**src/hdl/sssl_pkg.sv**
```systemverilog
// ----------------------------------------------------------------------------
// sssl_pkg
// Shared widths, constants, register codes and divider handshake types for the
// speed scheduled slew limiter.
// ----------------------------------------------------------------------------
package sssl_pkg;

  // Field and table geometry
  localparam int VAL_W        = 16;
  localparam int TABLE_POINTS = 4;
  localparam int POINTS_W     = 64;
  localparam int PT_IDX_W     = $clog2(TABLE_POINTS);
  localparam int NUM_LIMITED  = 6;
  localparam int CH_W         = $clog2(NUM_LIMITED);

  // Per-tick rise step: (rate * mul) >> shift
  localparam logic [VAL_W-1:0] GAIN_STEP_MUL   = 16'd262;
  localparam logic [VAL_W-1:0] TORQUE_STEP_MUL = 16'd1049;
  localparam int STEP_SHIFT = 10;
  localparam int RISE_W     = 17;

  // Divider: quotient is known to fit VAL_W bits
  localparam int NUM_W           = 2 * VAL_W;
  localparam int DIV_BITS_PER_CY = 2;
  localparam int DIV_CYCLES      = VAL_W / DIV_BITS_PER_CY;
  localparam int DIV_CNT_W       = $clog2(DIV_CYCLES);

  // Configuration port
  localparam int CFG_IDX_W  = 3;
  localparam int CFG_DATA_W = 64;

  typedef enum logic [CFG_IDX_W-1:0] {
    REG_GAIN_SPEED    = 3'd0,
    REG_GAIN_RATE     = 3'd1,
    REG_TORQUE_SPEED  = 3'd2,
    REG_TORQUE_RATE   = 3'd3,
    REG_GAIN_FALL     = 3'd4,
    REG_TORQUE_FALL   = 3'd5
  } cfg_reg_t;

  typedef struct packed {
    logic             start;
    logic [NUM_W-1:0] num;
    logic [VAL_W-1:0] den;
  } div_req_t;

  typedef struct packed {
    logic             done;
    logic [VAL_W-1:0] quot;
  } div_rsp_t;

endpackage

```
**src/hdl/sssl_if.sv**
```systemverilog
// ----------------------------------------------------------------------------
// sssl_sample_if / sssl_result_if
// Valid/ready channels carrying one tick's sample and one tick's result.
// ----------------------------------------------------------------------------
interface sssl_sample_if;
  logic                        valid;
  logic                        ready;
  logic [sssl_pkg::VAL_W-1:0]  vehicle_speed;
  logic [sssl_pkg::VAL_W-1:0]  eot_gain_target;
  logic [sssl_pkg::VAL_W-1:0]  ramp_mult_target;
  logic [sssl_pkg::VAL_W-1:0]  eot_limit_target;
  logic [sssl_pkg::VAL_W-1:0]  stall_limit_target;
  logic [sssl_pkg::VAL_W-1:0]  speed_limit_target;
  logic [sssl_pkg::VAL_W-1:0]  thermal_limit_target;

  modport source (
    output valid, vehicle_speed, eot_gain_target, ramp_mult_target,
           eot_limit_target, stall_limit_target, speed_limit_target,
           thermal_limit_target,
    input  ready
  );
  modport sink (
    input  valid, vehicle_speed, eot_gain_target, ramp_mult_target,
           eot_limit_target, stall_limit_target, speed_limit_target,
           thermal_limit_target,
    output ready
  );
endinterface

interface sssl_result_if;
  logic                        valid;
  logic                        ready;
  logic [sssl_pkg::VAL_W-1:0]  eot_gain_out;
  logic [sssl_pkg::VAL_W-1:0]  ramp_mult_out;
  logic [sssl_pkg::VAL_W-1:0]  eot_limit_out;
  logic [sssl_pkg::VAL_W-1:0]  stall_limit_out;
  logic [sssl_pkg::VAL_W-1:0]  speed_limit_out;
  logic [sssl_pkg::VAL_W-1:0]  thermal_limit_out;

  modport source (
    output valid, eot_gain_out, ramp_mult_out, eot_limit_out,
           stall_limit_out, speed_limit_out, thermal_limit_out,
    input  ready
  );
  modport sink (
    input  valid, eot_gain_out, ramp_mult_out, eot_limit_out,
           stall_limit_out, speed_limit_out, thermal_limit_out,
    output ready
  );
endinterface

```
**src/hdl/sssl_divider.sv**
```systemverilog
// ----------------------------------------------------------------------------
// sssl_divider
// Iterative restoring divider, two quotient bits per cycle. The caller
// guarantees num < den * 2^VAL_W, so the quotient fits VAL_W bits.
// ----------------------------------------------------------------------------
module sssl_divider (
  input  logic                clk,
  input  logic                rst,
  input  sssl_pkg::div_req_t  req,
  output sssl_pkg::div_rsp_t  rsp
);

  logic [sssl_pkg::VAL_W-1:0]     rem;
  logic [sssl_pkg::VAL_W-1:0]     low;
  logic [sssl_pkg::VAL_W-1:0]     den;
  logic [sssl_pkg::VAL_W-1:0]     quot;
  logic [sssl_pkg::DIV_CNT_W-1:0] cnt;
  logic                           busy;
  logic                           done;

  logic [sssl_pkg::VAL_W-1:0] rem_next;
  logic [sssl_pkg::VAL_W-1:0] low_next;
  logic [sssl_pkg::VAL_W-1:0] quot_next;

  // Shift in one numerator bit per step, subtract when it fits
  always_comb begin
    logic [sssl_pkg::VAL_W:0] trial;
    rem_next  = rem;
    low_next  = low;
    quot_next = quot;
    for (int k = 0; k < sssl_pkg::DIV_BITS_PER_CY; k++) begin
      trial    = {rem_next, low_next[sssl_pkg::VAL_W-1]};
      low_next = {low_next[sssl_pkg::VAL_W-2:0], 1'b0};
      if (trial >= {1'b0, den}) begin
        rem_next  = sssl_pkg::VAL_W'(trial - {1'b0, den});
        quot_next = {quot_next[sssl_pkg::VAL_W-2:0], 1'b1};
      end else begin
        rem_next  = trial[sssl_pkg::VAL_W-1:0];
        quot_next = {quot_next[sssl_pkg::VAL_W-2:0], 1'b0};
      end
    end
  end

  always_ff @(posedge clk) begin
    if (rst) begin
      busy <= 1'b0;
      done <= 1'b0;
      cnt  <= '0;
    end else begin
      done <= 1'b0;
      if (req.start) begin
        busy <= 1'b1;
        cnt  <= '0;
      end else if (busy) begin
        cnt <= cnt + 1'b1;
        if (cnt == sssl_pkg::DIV_CNT_W'(sssl_pkg::DIV_CYCLES - 1)) begin
          busy <= 1'b0;
          done <= 1'b1;
        end
      end
    end
  end

  always_ff @(posedge clk) begin
    if (req.start) begin
      rem  <= req.num[sssl_pkg::NUM_W-1:sssl_pkg::VAL_W];
      low  <= req.num[sssl_pkg::VAL_W-1:0];
      den  <= req.den;
      quot <= '0;
    end else if (busy) begin
      rem  <= rem_next;
      low  <= low_next;
      quot <= quot_next;
    end
  end

  assign rsp.done = done;
  assign rsp.quot = quot;

endmodule

```
**src/hdl/speed_scheduled_slew_limiter.sv**
```systemverilog
// ----------------------------------------------------------------------------
// speed_scheduled_slew_limiter
// One transfer per 2 ms tick: vehicle speed and six targets in, six slew
// limited values out. A gain rise rate and a torque rise rate are interpolated
// from four-point speed tables (clamped to the end rates outside the table),
// scaled to per-tick rise steps, and each held value moves toward its target
// by at most that rise step up or the configured fall step down, saturating
// at 0 and 65535. Each table passes through a seek state and a step state in
// which the shared multiplier scales its rate to a per-tick rise step; a table
// whose speed falls inside a segment also passes through a multiply state and
// a wait on the shared two-bit-per-cycle divider. The six held values then go
// one at a time through a single slew unit, and the result register is loaded
// once the last of them is done. The sample channel is ready only while the
// sequencer is idle; the result register lets the next sample be taken while
// a result still waits, and a finished tick holds until that register is
// free. Write configuration only while idle.
// ----------------------------------------------------------------------------
module speed_scheduled_slew_limiter (
  input  logic                             clk,
  input  logic                             rst,
  sssl_sample_if.sink                      sample,
  sssl_result_if.source                    result,
  input  logic                             cfg_we,
  input  logic [sssl_pkg::CFG_IDX_W-1:0]   cfg_index,
  input  logic [sssl_pkg::CFG_DATA_W-1:0]  cfg_data
);

  typedef enum logic [6:0] {
    ST_IDLE = 7'b0000001,
    ST_SEEK = 7'b0000010,
    ST_MUL  = 7'b0000100,
    ST_DIV  = 7'b0001000,
    ST_STEP = 7'b0010000,
    ST_SLEW = 7'b0100000,
    ST_DONE = 7'b1000000
  } state_t;

  typedef logic [sssl_pkg::VAL_W-1:0] val_t;

  function automatic val_t pt(input logic [sssl_pkg::POINTS_W-1:0] p, input int i);
    pt = p[sssl_pkg::VAL_W*i +: sssl_pkg::VAL_W];
  endfunction

  // Configuration registers
  logic [sssl_pkg::POINTS_W-1:0] gain_speed_points;
  logic [sssl_pkg::POINTS_W-1:0] gain_rate_points;
  logic [sssl_pkg::POINTS_W-1:0] torque_speed_points;
  logic [sssl_pkg::POINTS_W-1:0] torque_rate_points;
  val_t                          gain_fall_step;
  val_t                          torque_fall_step;

  // Sequencer and working registers
  state_t                       state;
  logic                         tbl;     // 0: gain table, 1: torque table
  logic [sssl_pkg::CH_W-1:0]    ch;
  val_t                         speed;
  val_t                         tgt  [sssl_pkg::NUM_LIMITED];
  val_t                         held [sssl_pkg::NUM_LIMITED];
  val_t                         res  [sssl_pkg::NUM_LIMITED];
  logic                         res_valid;
  val_t                         y0_r;
  val_t                         dy_r;
  val_t                         off_r;
  val_t                         dx_r;
  logic                         neg_r;
  val_t                         rate_r;
  logic [sssl_pkg::RISE_W-1:0]  rise_g;
  logic [sssl_pkg::RISE_W-1:0]  rise_t;

  sssl_pkg::div_req_t div_req;
  sssl_pkg::div_rsp_t div_rsp;

  // ---- configuration writes; writes beyond the list are dropped ----
  always_ff @(posedge clk) begin
    if (rst) begin
      gain_speed_points   <= '0;
      gain_rate_points    <= '0;
      torque_speed_points <= '0;
      torque_rate_points  <= '0;
      gain_fall_step      <= '0;
      torque_fall_step    <= '0;
    end else if (cfg_we) begin
      case (cfg_index)
        sssl_pkg::REG_GAIN_SPEED:   gain_speed_points   <= cfg_data;
        sssl_pkg::REG_GAIN_RATE:    gain_rate_points    <= cfg_data;
        sssl_pkg::REG_TORQUE_SPEED: torque_speed_points <= cfg_data;
        sssl_pkg::REG_TORQUE_RATE:  torque_rate_points  <= cfg_data;
        sssl_pkg::REG_GAIN_FALL:    gain_fall_step      <= cfg_data[sssl_pkg::VAL_W-1:0];
        sssl_pkg::REG_TORQUE_FALL:  torque_fall_step    <= cfg_data[sssl_pkg::VAL_W-1:0];
        default: ;
      endcase
    end
  end

  // ---- segment seek over the selected table ----
  // Scan segments in order; take the first whose upper breakpoint lies above
  // the speed. Speed at or below the first point, or past every segment,
  // takes an end rate with no division.
  logic [sssl_pkg::POINTS_W-1:0] xs;
  logic [sssl_pkg::POINTS_W-1:0] ys;
  logic                          below_first;
  logic                          found;
  logic [sssl_pkg::PT_IDX_W-1:0] seg;
  val_t                          x0;
  val_t                          x1;
  val_t                          y0;
  val_t                          y1;

  assign xs = tbl ? torque_speed_points : gain_speed_points;
  assign ys = tbl ? torque_rate_points  : gain_rate_points;
  assign below_first = (speed <= pt(xs, 0));

  always_comb begin
    found = 1'b0;
    seg   = '0;
    for (int i = 0; i < sssl_pkg::TABLE_POINTS - 1; i++) begin
      if (!found && (speed < pt(xs, i + 1))) begin
        found = 1'b1;
        seg   = sssl_pkg::PT_IDX_W'(i);
      end
    end
  end

  assign x0 = pt(xs, int'(seg));
  assign x1 = pt(xs, int'(seg) + 1);
  assign y0 = pt(ys, int'(seg));
  assign y1 = pt(ys, int'(seg) + 1);

  // ---- shared multiplier: dy * off while in MUL, rate * step scale in STEP ----
  val_t                         mul_a;
  val_t                         mul_b;
  logic [sssl_pkg::NUM_W-1:0]   product;
  logic [sssl_pkg::RISE_W-1:0]  rise_new;

  always_comb begin
    if (state == ST_MUL) begin
      mul_a = dy_r;
      mul_b = off_r;
    end else begin
      mul_a = rate_r;
      mul_b = tbl ? sssl_pkg::TORQUE_STEP_MUL : sssl_pkg::GAIN_STEP_MUL;
    end
  end

  assign product  = {{sssl_pkg::VAL_W{1'b0}}, mul_a} * {{sssl_pkg::VAL_W{1'b0}}, mul_b};
  assign rise_new = product[sssl_pkg::STEP_SHIFT +: sssl_pkg::RISE_W];

  // Rounding term dx/2 rides on the numerator; quotient stays below 2^16
  assign div_req.start = (state == ST_MUL);
  assign div_req.num   = product + {{sssl_pkg::VAL_W{1'b0}}, 1'b0, dx_r[sssl_pkg::VAL_W-1:1]};
  assign div_req.den   = dx_r;

  sssl_divider u_div (
    .clk (clk),
    .rst (rst),
    .req (div_req),
    .rsp (div_rsp)
  );

  // ---- shared slew unit, one held value per cycle ----
  val_t                         h_sel;
  val_t                         t_sel;
  val_t                         fall_sel;
  logic [sssl_pkg::RISE_W-1:0]  rise_sel;
  logic [sssl_pkg::VAL_W:0]     lo_diff;
  logic [sssl_pkg::RISE_W:0]    hi_sum;
  val_t                         lo;
  val_t                         hi;
  val_t                         slew_v;
  logic                         is_gain_ch;

  assign is_gain_ch = (ch < sssl_pkg::CH_W'(2));
  assign h_sel      = held[ch];
  assign t_sel      = tgt[ch];
  assign fall_sel   = is_gain_ch ? gain_fall_step : torque_fall_step;
  assign rise_sel   = is_gain_ch ? rise_g : rise_t;
  assign lo_diff    = {1'b0, h_sel} - {1'b0, fall_sel};
  assign hi_sum     = {2'b00, h_sel} + {1'b0, rise_sel};
  assign lo         = lo_diff[sssl_pkg::VAL_W] ? '0 : lo_diff[sssl_pkg::VAL_W-1:0];
  assign hi         = (|hi_sum[sssl_pkg::RISE_W:sssl_pkg::VAL_W]) ? '1
                                                           : hi_sum[sssl_pkg::VAL_W-1:0];

  always_comb begin
    if (t_sel < lo) begin
      slew_v = lo;
    end else if (t_sel > hi) begin
      slew_v = hi;
    end else begin
      slew_v = t_sel;
    end
  end

  // ---- sequencer ----
  always_ff @(posedge clk) begin
    if (rst) begin
      state     <= ST_IDLE;
      tbl       <= 1'b0;
      ch        <= '0;
      res_valid <= 1'b0;
      for (int j = 0; j < sssl_pkg::NUM_LIMITED; j++) begin
        held[j] <= '0;
      end
    end else begin
      // Load a finished tick, or drop the result once its transfer completes
      if (state == ST_DONE && (!res_valid || result.ready)) begin
        res_valid <= 1'b1;
      end else if (result.valid && result.ready) begin
        res_valid <= 1'b0;
      end

      case (state)
        ST_IDLE: begin
          if (sample.valid) begin
            tbl   <= 1'b0;
            state <= ST_SEEK;
          end
        end
        ST_SEEK: begin
          if (below_first || !found) begin
            state <= ST_STEP;
          end else begin
            state <= ST_MUL;
          end
        end
        ST_MUL: begin
          state <= ST_DIV;
        end
        ST_DIV: begin
          if (div_rsp.done) begin
            state <= ST_STEP;
          end
        end
        ST_STEP: begin
          if (!tbl) begin
            tbl   <= 1'b1;
            state <= ST_SEEK;
          end else begin
            ch    <= '0;
            state <= ST_SLEW;
          end
        end
        ST_SLEW: begin
          held[ch] <= slew_v;
          if (ch == sssl_pkg::CH_W'(sssl_pkg::NUM_LIMITED - 1)) begin
            state <= ST_DONE;
          end else begin
            ch <= ch + 1'b1;
          end
        end
        ST_DONE: begin
          // Hold until the result register is free or being emptied
          if (!res_valid || result.ready) begin
            state <= ST_IDLE;
          end
        end
        default: begin
          state <= ST_IDLE;
        end
      endcase
    end
  end

  // ---- datapath registers ----
  always_ff @(posedge clk) begin
    if (state == ST_IDLE && sample.valid) begin
      speed  <= sample.vehicle_speed;
      tgt[0] <= sample.eot_gain_target;
      tgt[1] <= sample.ramp_mult_target;
      tgt[2] <= sample.eot_limit_target;
      tgt[3] <= sample.stall_limit_target;
      tgt[4] <= sample.speed_limit_target;
      tgt[5] <= sample.thermal_limit_target;
    end

    if (state == ST_SEEK) begin
      if (below_first) begin
        rate_r <= pt(ys, 0);
      end else if (!found) begin
        rate_r <= pt(ys, sssl_pkg::TABLE_POINTS - 1);
      end
      y0_r  <= y0;
      neg_r <= (y1 < y0);
      dy_r  <= (y1 < y0) ? (y0 - y1) : (y1 - y0);
      off_r <= speed - x0;
      dx_r  <= x1 - x0;
    end

    // Apply the sign to the rounded magnitude
    if (state == ST_DIV && div_rsp.done) begin
      rate_r <= neg_r ? (y0_r - div_rsp.quot) : (y0_r + div_rsp.quot);
    end

    if (state == ST_STEP) begin
      if (tbl) begin
        rise_t <= rise_new;
      end else begin
        rise_g <= rise_new;
      end
    end

    if (state == ST_DONE && (!res_valid || result.ready)) begin
      for (int j = 0; j < sssl_pkg::NUM_LIMITED; j++) begin
        res[j] <= held[j];
      end
    end
  end

  assign sample.ready = (state == ST_IDLE);

  assign result.valid             = res_valid;
  assign result.eot_gain_out      = res[0];
  assign result.ramp_mult_out     = res[1];
  assign result.eot_limit_out     = res[2];
  assign result.stall_limit_out   = res[3];
  assign result.speed_limit_out   = res[4];
  assign result.thermal_limit_out = res[5];

  // ---- assertions ----
  a_div_done_in_wait: assert property (@(posedge clk) disable iff (rst)
    div_rsp.done |-> state == ST_DIV)
    else $error("divider finished outside the wait state");

  a_div_to_step: assert property (@(posedge clk) disable iff (rst)
    (state == ST_DIV && div_rsp.done) |=> state == ST_STEP)
    else $error("quotient not followed by step scaling");

  a_result_load: assert property (@(posedge clk) disable iff (rst)
    (state == ST_DONE && (!result.valid || result.ready)) |=>
      (result.valid && state == ST_IDLE))
    else $error("finished tick not moved to the result register");

  a_slew_channel: assert property (@(posedge clk) disable iff (rst)
    state == ST_SLEW |-> ch < sssl_pkg::CH_W'(sssl_pkg::NUM_LIMITED))
    else $error("slew channel out of range");

  a_no_accept_busy: assert property (@(posedge clk) disable iff (rst)
    (state == ST_IDLE && sample.valid) |=> !sample.ready)
    else $error("sample accepted while a tick is in progress");

endmodule
```
**src/flat_wrapper.sv**
```systemverilog
// flat-port wrapper written by rule: the top's interface ports become plain ports
module speed_scheduled_slew_limiter_flat 
  (clk, rst, cfg_we, cfg_index, cfg_data, sample_valid, sample_vehicle_speed, sample_eot_gain_target, sample_ramp_mult_target, sample_eot_limit_target, sample_stall_limit_target, sample_speed_limit_target, sample_thermal_limit_target, sample_ready, result_valid, result_eot_gain_out, result_ramp_mult_out, result_eot_limit_out, result_stall_limit_out, result_speed_limit_out, result_thermal_limit_out, result_ready);
  sssl_sample_if sample_i ();
  sssl_result_if result_i ();
  input  logic clk;
  input  logic rst;
  input  logic cfg_we;
  input  logic [sssl_pkg::CFG_IDX_W-1:0] cfg_index;
  input  logic [sssl_pkg::CFG_DATA_W-1:0] cfg_data;
  input wire logic [$bits(sample_i.valid)-1:0] sample_valid;
  input wire logic [$bits(sample_i.vehicle_speed)-1:0] sample_vehicle_speed;
  input wire logic [$bits(sample_i.eot_gain_target)-1:0] sample_eot_gain_target;
  input wire logic [$bits(sample_i.ramp_mult_target)-1:0] sample_ramp_mult_target;
  input wire logic [$bits(sample_i.eot_limit_target)-1:0] sample_eot_limit_target;
  input wire logic [$bits(sample_i.stall_limit_target)-1:0] sample_stall_limit_target;
  input wire logic [$bits(sample_i.speed_limit_target)-1:0] sample_speed_limit_target;
  input wire logic [$bits(sample_i.thermal_limit_target)-1:0] sample_thermal_limit_target;
  output wire logic [$bits(sample_i.ready)-1:0] sample_ready;
  output wire logic [$bits(result_i.valid)-1:0] result_valid;
  output wire logic [$bits(result_i.eot_gain_out)-1:0] result_eot_gain_out;
  output wire logic [$bits(result_i.ramp_mult_out)-1:0] result_ramp_mult_out;
  output wire logic [$bits(result_i.eot_limit_out)-1:0] result_eot_limit_out;
  output wire logic [$bits(result_i.stall_limit_out)-1:0] result_stall_limit_out;
  output wire logic [$bits(result_i.speed_limit_out)-1:0] result_speed_limit_out;
  output wire logic [$bits(result_i.thermal_limit_out)-1:0] result_thermal_limit_out;
  input wire logic [$bits(result_i.ready)-1:0] result_ready;
  assign sample_i.valid = sample_valid;
  assign sample_i.vehicle_speed = sample_vehicle_speed;
  assign sample_i.eot_gain_target = sample_eot_gain_target;
  assign sample_i.ramp_mult_target = sample_ramp_mult_target;
  assign sample_i.eot_limit_target = sample_eot_limit_target;
  assign sample_i.stall_limit_target = sample_stall_limit_target;
  assign sample_i.speed_limit_target = sample_speed_limit_target;
  assign sample_i.thermal_limit_target = sample_thermal_limit_target;
  assign sample_ready = sample_i.ready;
  assign result_valid = result_i.valid;
  assign result_eot_gain_out = result_i.eot_gain_out;
  assign result_ramp_mult_out = result_i.ramp_mult_out;
  assign result_eot_limit_out = result_i.eot_limit_out;
  assign result_stall_limit_out = result_i.stall_limit_out;
  assign result_speed_limit_out = result_i.speed_limit_out;
  assign result_thermal_limit_out = result_i.thermal_limit_out;
  assign result_i.ready = result_ready;
  speed_scheduled_slew_limiter u_core (.clk(clk), .rst(rst), .sample(sample_i), .result(result_i), .cfg_we(cfg_we), .cfg_index(cfg_index), .cfg_data(cfg_data));
endmodule
```
**config.mk**
```make
export PLATFORM = sky130hd
export DESIGN_NAME = speed_scheduled_slew_limiter_flat
export DESIGN_NICKNAME = d
export VERILOG_FILES = /design/src/hdl/sssl_pkg.sv /design/src/hdl/sssl_if.sv /design/src/hdl/sssl_divider.sv /design/src/hdl/speed_scheduled_slew_limiter.sv /design/src/flat_wrapper.sv
export SDC_FILE = /design/constraint.sdc
export NUM_CORES = 2
export LEC_CHECK = 0
export ABC_CLOCK_PERIOD_IN_PS = 11150
export BUFFER_PORTS_ARGS = -buffer_cell sky130_fd_sc_hd__buf_4
export CAP_MARGIN = 20
export CORE_ASPECT_RATIO = 1.4
export CORE_MARGIN = 2
export CORE_UTILIZATION = 56
export CTS_BUF_LIST = sky130_fd_sc_hd__clkbuf_16
export DETAILED_ROUTE_END_ITERATION = 8
export HOLD_SLACK_MARGIN = 0.03
export PLACE_DENSITY = 0.81
export SYNTH_ARGS = -nofsm -noshare
export SYNTH_HDL_FRONTEND = slang
export SYNTH_HIERARCHICAL = 1
export SYNTH_SLANG_ARGS = --single-unit
```
**constraint.sdc**
```tcl
create_clock -name clk -period 11.15 [get_ports clk]
set_clock_uncertainty 0.05 [all_clocks]
set_input_delay 0.5575 -clock clk [delete_from_list [all_inputs] [get_ports clk]]
set_output_delay 0.5575 -clock clk [all_outputs]
set_load 0.05 [all_outputs]
```
==> After elaboration in Yosys (flattened, before gate mapping) <==
Memory sizes are Yosys's and may differ from the RTL's. A register that Yosys moved wholly into a read port is not among the register bits.
Cells that the tools add are included.
{ "word_totals": {"ram_bits": 288, "input_bits": 184, "reg_bits": 500, "n_memories": 3} }
{ "classes": {"muxes": 64, "order_cmp": 10, "n_eq_ne": 21, "n_bitwise": 2, "n_reduce_logical": 34, "shift": 4, "n_mul": 1, "add_sub_neg": 14} }
{ "mem_list": {"columns": ["name", "depth", "word_bits", "read_ports", "rd_ports_with_merged_regs", "wr", "line_no", "source"], "rows": [
  ["u_core.held", 6, 16, 7, 1, 6, "speed_scheduled_slew_limiter.sv:58", "val_t held [sssl_pkg::NUM_LIMITED];"],
  ["u_core.res", 6, 16, 6, 0, 6, "speed_scheduled_slew_limiter.sv:59", "val_t res [sssl_pkg::NUM_LIMITED];"],
  ["u_core.tgt", 6, 16, 1, 1, 6, "speed_scheduled_slew_limiter.sv:57", "val_t tgt [sssl_pkg::NUM_LIMITED];"]
]} }
{ "ops": {"columns": ["operator", "n"], "rows": [
  ["2-to-1 mux 16 bit", 20],
  ["2-to-1 mux 64 bit", 2],
  ["indexed part select 64 x 32 -> 16 bit", 2],
  ["indexed part select 64 x 7 -> 16 bit", 2],
  ["subtractor 16 bit", 7],
  ["< comparator 16 bit", 5],
  ["case mux 7 bit (7 select lines)", 1],
  [">= comparator 17 x 16 -> 1 bit", 2],
  ["adder 32 x 15 -> 32 bit", 1],
  ["multiplier 16 x 16 -> 32 bit", 1],
  ["2-to-1 mux 7 bit", 4],
  ["2-to-1 mux 1 bit", 23],
  ["2-to-1 mux 3 bit", 7],
  ["AND reduction 2 bit", 10],
  ["adder 16 x 17 -> 18 bit", 1],
  ["2-to-1 mux 17 bit", 1],
  ["subtractor 16 x 16 -> 17 bit", 1],
  ["adder 16 bit", 1],
  ["> comparator 16 bit", 1],
  ["<= comparator 16 bit", 1],
  ["OR reduction 16 bit", 1],
  ["== test 3 bit, second input constant", 4],
  ["2-to-1 mux 11 bit", 1],
  ["nonzero test 2 bit", 5],
  ["29 further kinds", 46]
]} }

==> Longest topological paths before layout <==
{ "depth": {"word_depth": 13, "depth_mapped": 36} }

==> Hierarchy <==
Netlist, hierarchy kept.
{ "by_module_without_submodules": {"columns": ["module", "area_per_inst_um2", "n_inst", "seq_area_each_um2", "cells_each"], "rows": [
  ["speed_scheduled_slew_limiter", 47152.7, 1, 19608.8, 4666],
  ["sssl_divider", 4634.4, 1, 1861.8, 459]
]} }

==> Least setup slack after synthesis <==
OpenSTA, ideal clock, no wires.
{ "synth_path": {"path_kind": "reg-to-reg", "start": "register u_core.state[6]", "end": "register u_core/u_div/rem[11] in the netlist's numbering (data pin)", "path_slack_ns": 2.660, "synth_period_minus_slack_ns": 8.490, "stages_incl_launch_ff": 32, "arrival_time_ns": 8.180, "path_cell_list": "dfxtp_1 nor2_1 nand3b_1 nor3_1 clkbuf_1 clkbuf_1 nand3_1 fa_1 inv_1 fa_1 ha_1 inv_1 fa_1 fa_1 inv_1 fa_1 ha_1 a21o_1 or3_1 o211ai_1 nand2b_1 a211oi_1 nor2_1 ha_1 nand2_1 o21ai_0 a21oi_1 or2b_4 or4_4 nor2_2 xor2_1 mux2_2"} }
{ "synth_rtl": {"columns": ["element", "line_no", "source"], "rows": [
  ["start: declaration", "speed_scheduled_slew_limiter.sv:53", "state_t state;"],
  ["start signal: assignment", "speed_scheduled_slew_limiter.sv:196", "state <= ST_IDLE;"],
  ["start signal: assignment", "speed_scheduled_slew_limiter.sv:215", "state <= ST_SEEK;"],
  ["start signal: assignment", "speed_scheduled_slew_limiter.sv:220", "state <= ST_STEP;"],
  ["end signal: assignment", "sssl_divider.sv:66", "rem <= req.num[sssl_pkg::NUM_W-1:sssl_pkg::VAL_W];"],
  ["end signal: assignment", "sssl_divider.sv:71", "rem <= rem_next;"],
  ["end: declaration", "sssl_divider.sv:13", "logic [sssl_pkg::VAL_W-1:0] rem;"]
]} }

==> reports/metrics.sh <==
RSZ0062_AT_GRT='false'
CRIT_PATH_FREQUENT_CELL='fa_1'
YS_WARN_COUNT=6
NETLIST_AREA_SQ_UM=51800
DIE_WIDTH_UM=261
ROUTE.DETAILED.DRC=0
CTS_NUM_SINKS=823
TNS_PS=0
MINIMUM_CLOCK_PERIOD_AFTER_LAYOUT_PS=9440
COMBINATIONALPOWERSHARE_PCT=39.3
WORST_PATH_LARGEST_CELL_DELAY_PS=640
TOP_LEVEL_PORTS=282
PORT_BUFFERS=281
NUM_VIAS=40400
PATH_CLK_SLEW_PS=70
SWITCHINGPOWER_mW=4.10
OUTCOME='completed'
MIN_PATH_TYPE='in -> reg'
SEQCELLAREA_SQ_UM=21500
CRIT_SLOWEST_CELL='buf_12'
WORSTMARGINPINSLEW_PS=1090
DIE_AREA_SQ_UM=95000
GP_ROUTABILITY_CONGESTION=1.04
CP_CLASS='reg -> reg'
AREA_GROWTH_SYN_TO_LAYOUT_PCT=13.0
GRT_PASS1_WL_UM=231000
DRV_SLEW=0
ANTENNA_VIOLATING_NETS_LEFT=0
SETUP.WORST_PATH.END_CLASS='register'
TOTAL_COUNT_OF_HOLD_CHECK_FAILURES_IN_THE_FINAL_REPORT=0
SYNTH.TOP_CELLS.BY_COUNT='858 x nand2_1, 499 x edfxtp_1, 474 x a21oi_1'
NUMBER_OF_CLOCK_BUFFERS_INSERTED_BY_TRITONCTS=80
CLKLATENCYLATEPIN_PS=670
SYNTH_CELL_TYPES=104
TRITONCTS_CLOCK_TREE='built'
DIE_Y_UM=364
STATIC-LEAKAGE-POWER_nW=23.5
TRACK_USAGE_PCT=31.8
NET_TOTAL_IN_THE_FINAL_LAYOUT=6122
SYNTHESIS.AREA_PER_INSTANCE_SQ_UM=10.1
SYNTH_TOP_AREA_CELL='edfxtp_1'
YS_SEQ_ELEMENTS=823
MULTI_INPUT_AREA_SQ_UM=27900
CTS.HTREE.LEVELS=3
WORSTPATHMAXFANOUT=229
FINAL_SETUP_VIOLATING_ENDPOINTS=0
SYNTH_EDF_COUNT=499
TIMING.FINAL.WS_SETUP_PS=1710
CTS_MAX_PATH_BUFFERS=3
START_UTIL_PCT=56.2
WORST-ENDPOINT-ARRIVAL_PS=9770
NETSWITCHINGFRACTION_PCT=37.4
CTS_ROOT_BUFFER='clkbuf_16'
ROW_COUNT=132
MAXSLEWHEADROOM_PCT=27.6
MAX_FREQ_MHz=106
FINAL_LAYOUT_SIZE_SUFFIX_GT1_SHARE_PCT=12.5
YS_ASYNC_SR_FRACTION_PCT=0
DETAILEDROUTE.FIRSTPASSITERATIONCOUNT=6
DRT_WL_TOTAL_UM=152000
CELLPOWERDENSITY_nW_PER_UM2=188
NET_COUNT_SYNTH=5869
ROUTED_WIRE_LENGTH_PER_INSTANCE_UM=22.9
CRITICAL_PATH_REQUIRED_PS=11480
SETUP.WORST_PATH.START_CLASS='register'
SYNTH.TOP_CELLS.BY_AREA='edfxtp_1 29%, dfxtp_1 13%, ha_1 8.6%'
MAX_CAP_VIOLATIONS=0
SYNTHMOSTINSTANTIATEDCELL='nand2_1'
NETLIST.AREA_LEADER.SHARE_PCT=28.9
NUM-FILL-CELLS=7123
DETAILEDPLACEMENTHPWL_UM=110000
GRT_MAX_DEGREE=230
CTS.REPAIR_TIMING.SETUP_BUFFER_COUNT=0
GRT_OVERFLOW=0
DPL_WORST_SLACK_PS=1980
SEQUENTIALPOWERSHARE_PCT=35.5
GRT_ANTENNA_BEFORE_REPAIR=10
VIASPERCELL=6.07
SYNTH_SEQ_AREA_SHARE_PCT=41.5
SYNTH-MAIN-FF-CELL='edfxtp_1'
FLOORPLAN_CORE_AREA_SQ_UM=92200
MIN_PERIOD_OVER_PERIOD_PCT=84.7
VDD_DROP_MAX_uV=174
SYNTH_CELLS=5125
CELLINTERNALPOWER_mW=6.87
POWER.SHARE.CLOCK_PCT=25.1
DRTITER0DRC=3537
VIA_COUNT_OF_THE_FIRST_GLOBAL_ROUTING_PASS=40700
-- final cells by class --
class,instances,area share (%)
Clock inverter,64,1.01
Tap cell,1206,2.58
Multi-Input combinational cell,3669,47.7
Timing Repair Buffer,435,6.12
Antenna cell,8,0.0342
Sequential cell,823,36.7
Clock buffer,82,3.51
Inverter,369,2.37
-- layer usage --
layer	routed length, um	vias up	part of all wire (%)	track usage, %
li1	-	18400	-	-
met1	51900	19500	34	35.0
met2	74800	1904	49	55.0
met3	10700	580	7.1	4.30
met4	14600	4	9.6	25.6
met5	36	-	0.024	0
-- power by group through the flow --
stage / logic [mW] / registers (mW) / clock network, mW
2_1_floorplan: 3.09 / 3.87 / 0
3_3_place_gp: 4.04 / 3.92 / 0
3_5_place_dp: 4.16 / 3.93 / 0
4_1_cts: 4.23 / 3.87 / 2.75
5_1_grt: 4.71 / 3.91 / 2.89
6_report: 4.32 / 3.90 / 2.76
-- stage by stage --
| stage | instance area, sq um | cells | utilization [%] | power, mW | hold WS [ps] |
|---|---|---|---|---|---|
| 6_report | 58500 | 6656 | 63.5 | 11.0 | 66.7 |
| 5_1_grt | 58500 | 6656 | 63.5 | 11.5 | 49.6 |
| 4_1_cts | 58500 | 6647 | 63.4 | 10.8 | 41.1 |
| 3_5_place_dp | 54700 | 6390 | 59.4 | 8.09 | 380 |
| 3_3_place_gp | 54700 | 6389 | 59.4 | 7.97 | 373 |
| 2_1_floorplan | 51800 | 5125 | - | 6.96 | 350 |
-- logic make-up (layout without fill, tap and decap cells) --
group	count (synthesis)	count (layout)	synth area share (%)
AO/OA/AOI/OAI	966	966	11.6
multiplexers	353	353	8.92
flip-flops	823	823	41.5
XOR/XNOR	160	160	2.84
other	0	8	0
AND/OR/NAND/NOR	1630	1630	13.9
buffers and inverters	633	950	4.82
adder cells (fa/ha/maj)	560	560	16.5
-- flip-flops by register name (all words and copies together) (netlist names), 17 cells and up, named ones only --
signal / count
u_core/gain_rate_points: 64
u_core/held: 128
u_core/torque_rate_points: 64
u_core/res: 96
u_core/rise_g: 17
u_core/tgt: 96
u_core/rise_t: 17
u_core/torque_speed_points: 64
u_core/gain_speed_points: 64
-- critical path, delay by kind of cell, from the launching register on --
kind	cells	cell delay, ps
fa+ha+maj	8	3270
flops	1	320
buf+inv	4	860
mux	1	420
simple gates	11	2460
compound gates	6	1520
xor+xnor	1	150
-- cells in the final DEF (no fill, tap or decap), types with 26 or more instances in the layout --
cell type,Yosys,layout
dlygate4sd3_1,0,111
xor2_1,47,47
inv_1,368,387
fa_1,204,204
nand3_1,51,50
xnor2_1,107,107
mux2_2,84,84
nor2b_1,55,52
nand2_1,858,856
nor2_1,325,323
ha_1,356,356
a21o_1,81,81
mux2i_1,190,190
edfxtp_1,499,499
o21ai_0,102,101
mux4_2,78,78
a31oi_1,31,30
o21ai_1,25,26
and2_1,36,34
nand2b_1,35,34
a21oi_1,474,473
clkbuf_16,0,82
dfxtp_1,324,320
buf_4,21,321
and3_1,110,109
nor3_1,54,53
o21a_1,47,47
-- path summary, 6_finish.rpt --
kind	from	endpoint	slack, ps	cells past startpoint
worst min-delay path	sample_vehicle_speed[0]	u_core/speed[0]$_DFFE_PP_	70	1
worst max-delay path	u_core/state[6]$_SDFFE_PP0P_	u_core/u_div/rem[15]$_DFFE_PP_	1710	31
worst min register to register	u_core/held[2][9]$_SDFFCE_PN0P_	u_core/res[2][9]$_DFFE_PP_	400	0
worst max register to register	u_core/state[6]$_SDFFE_PP0P_	u_core/u_div/rem[15]$_DFFE_PP_	1710	31
-- repair_timing --
| item | in CTS | in global routing |
|---|---|---|
| hold endpoints to repair | 111 | 0 |
| gates resized for setup | 0 | 0 |
| hold buffers | 111 | 0 |
Power figures use the tool's default switching activity.
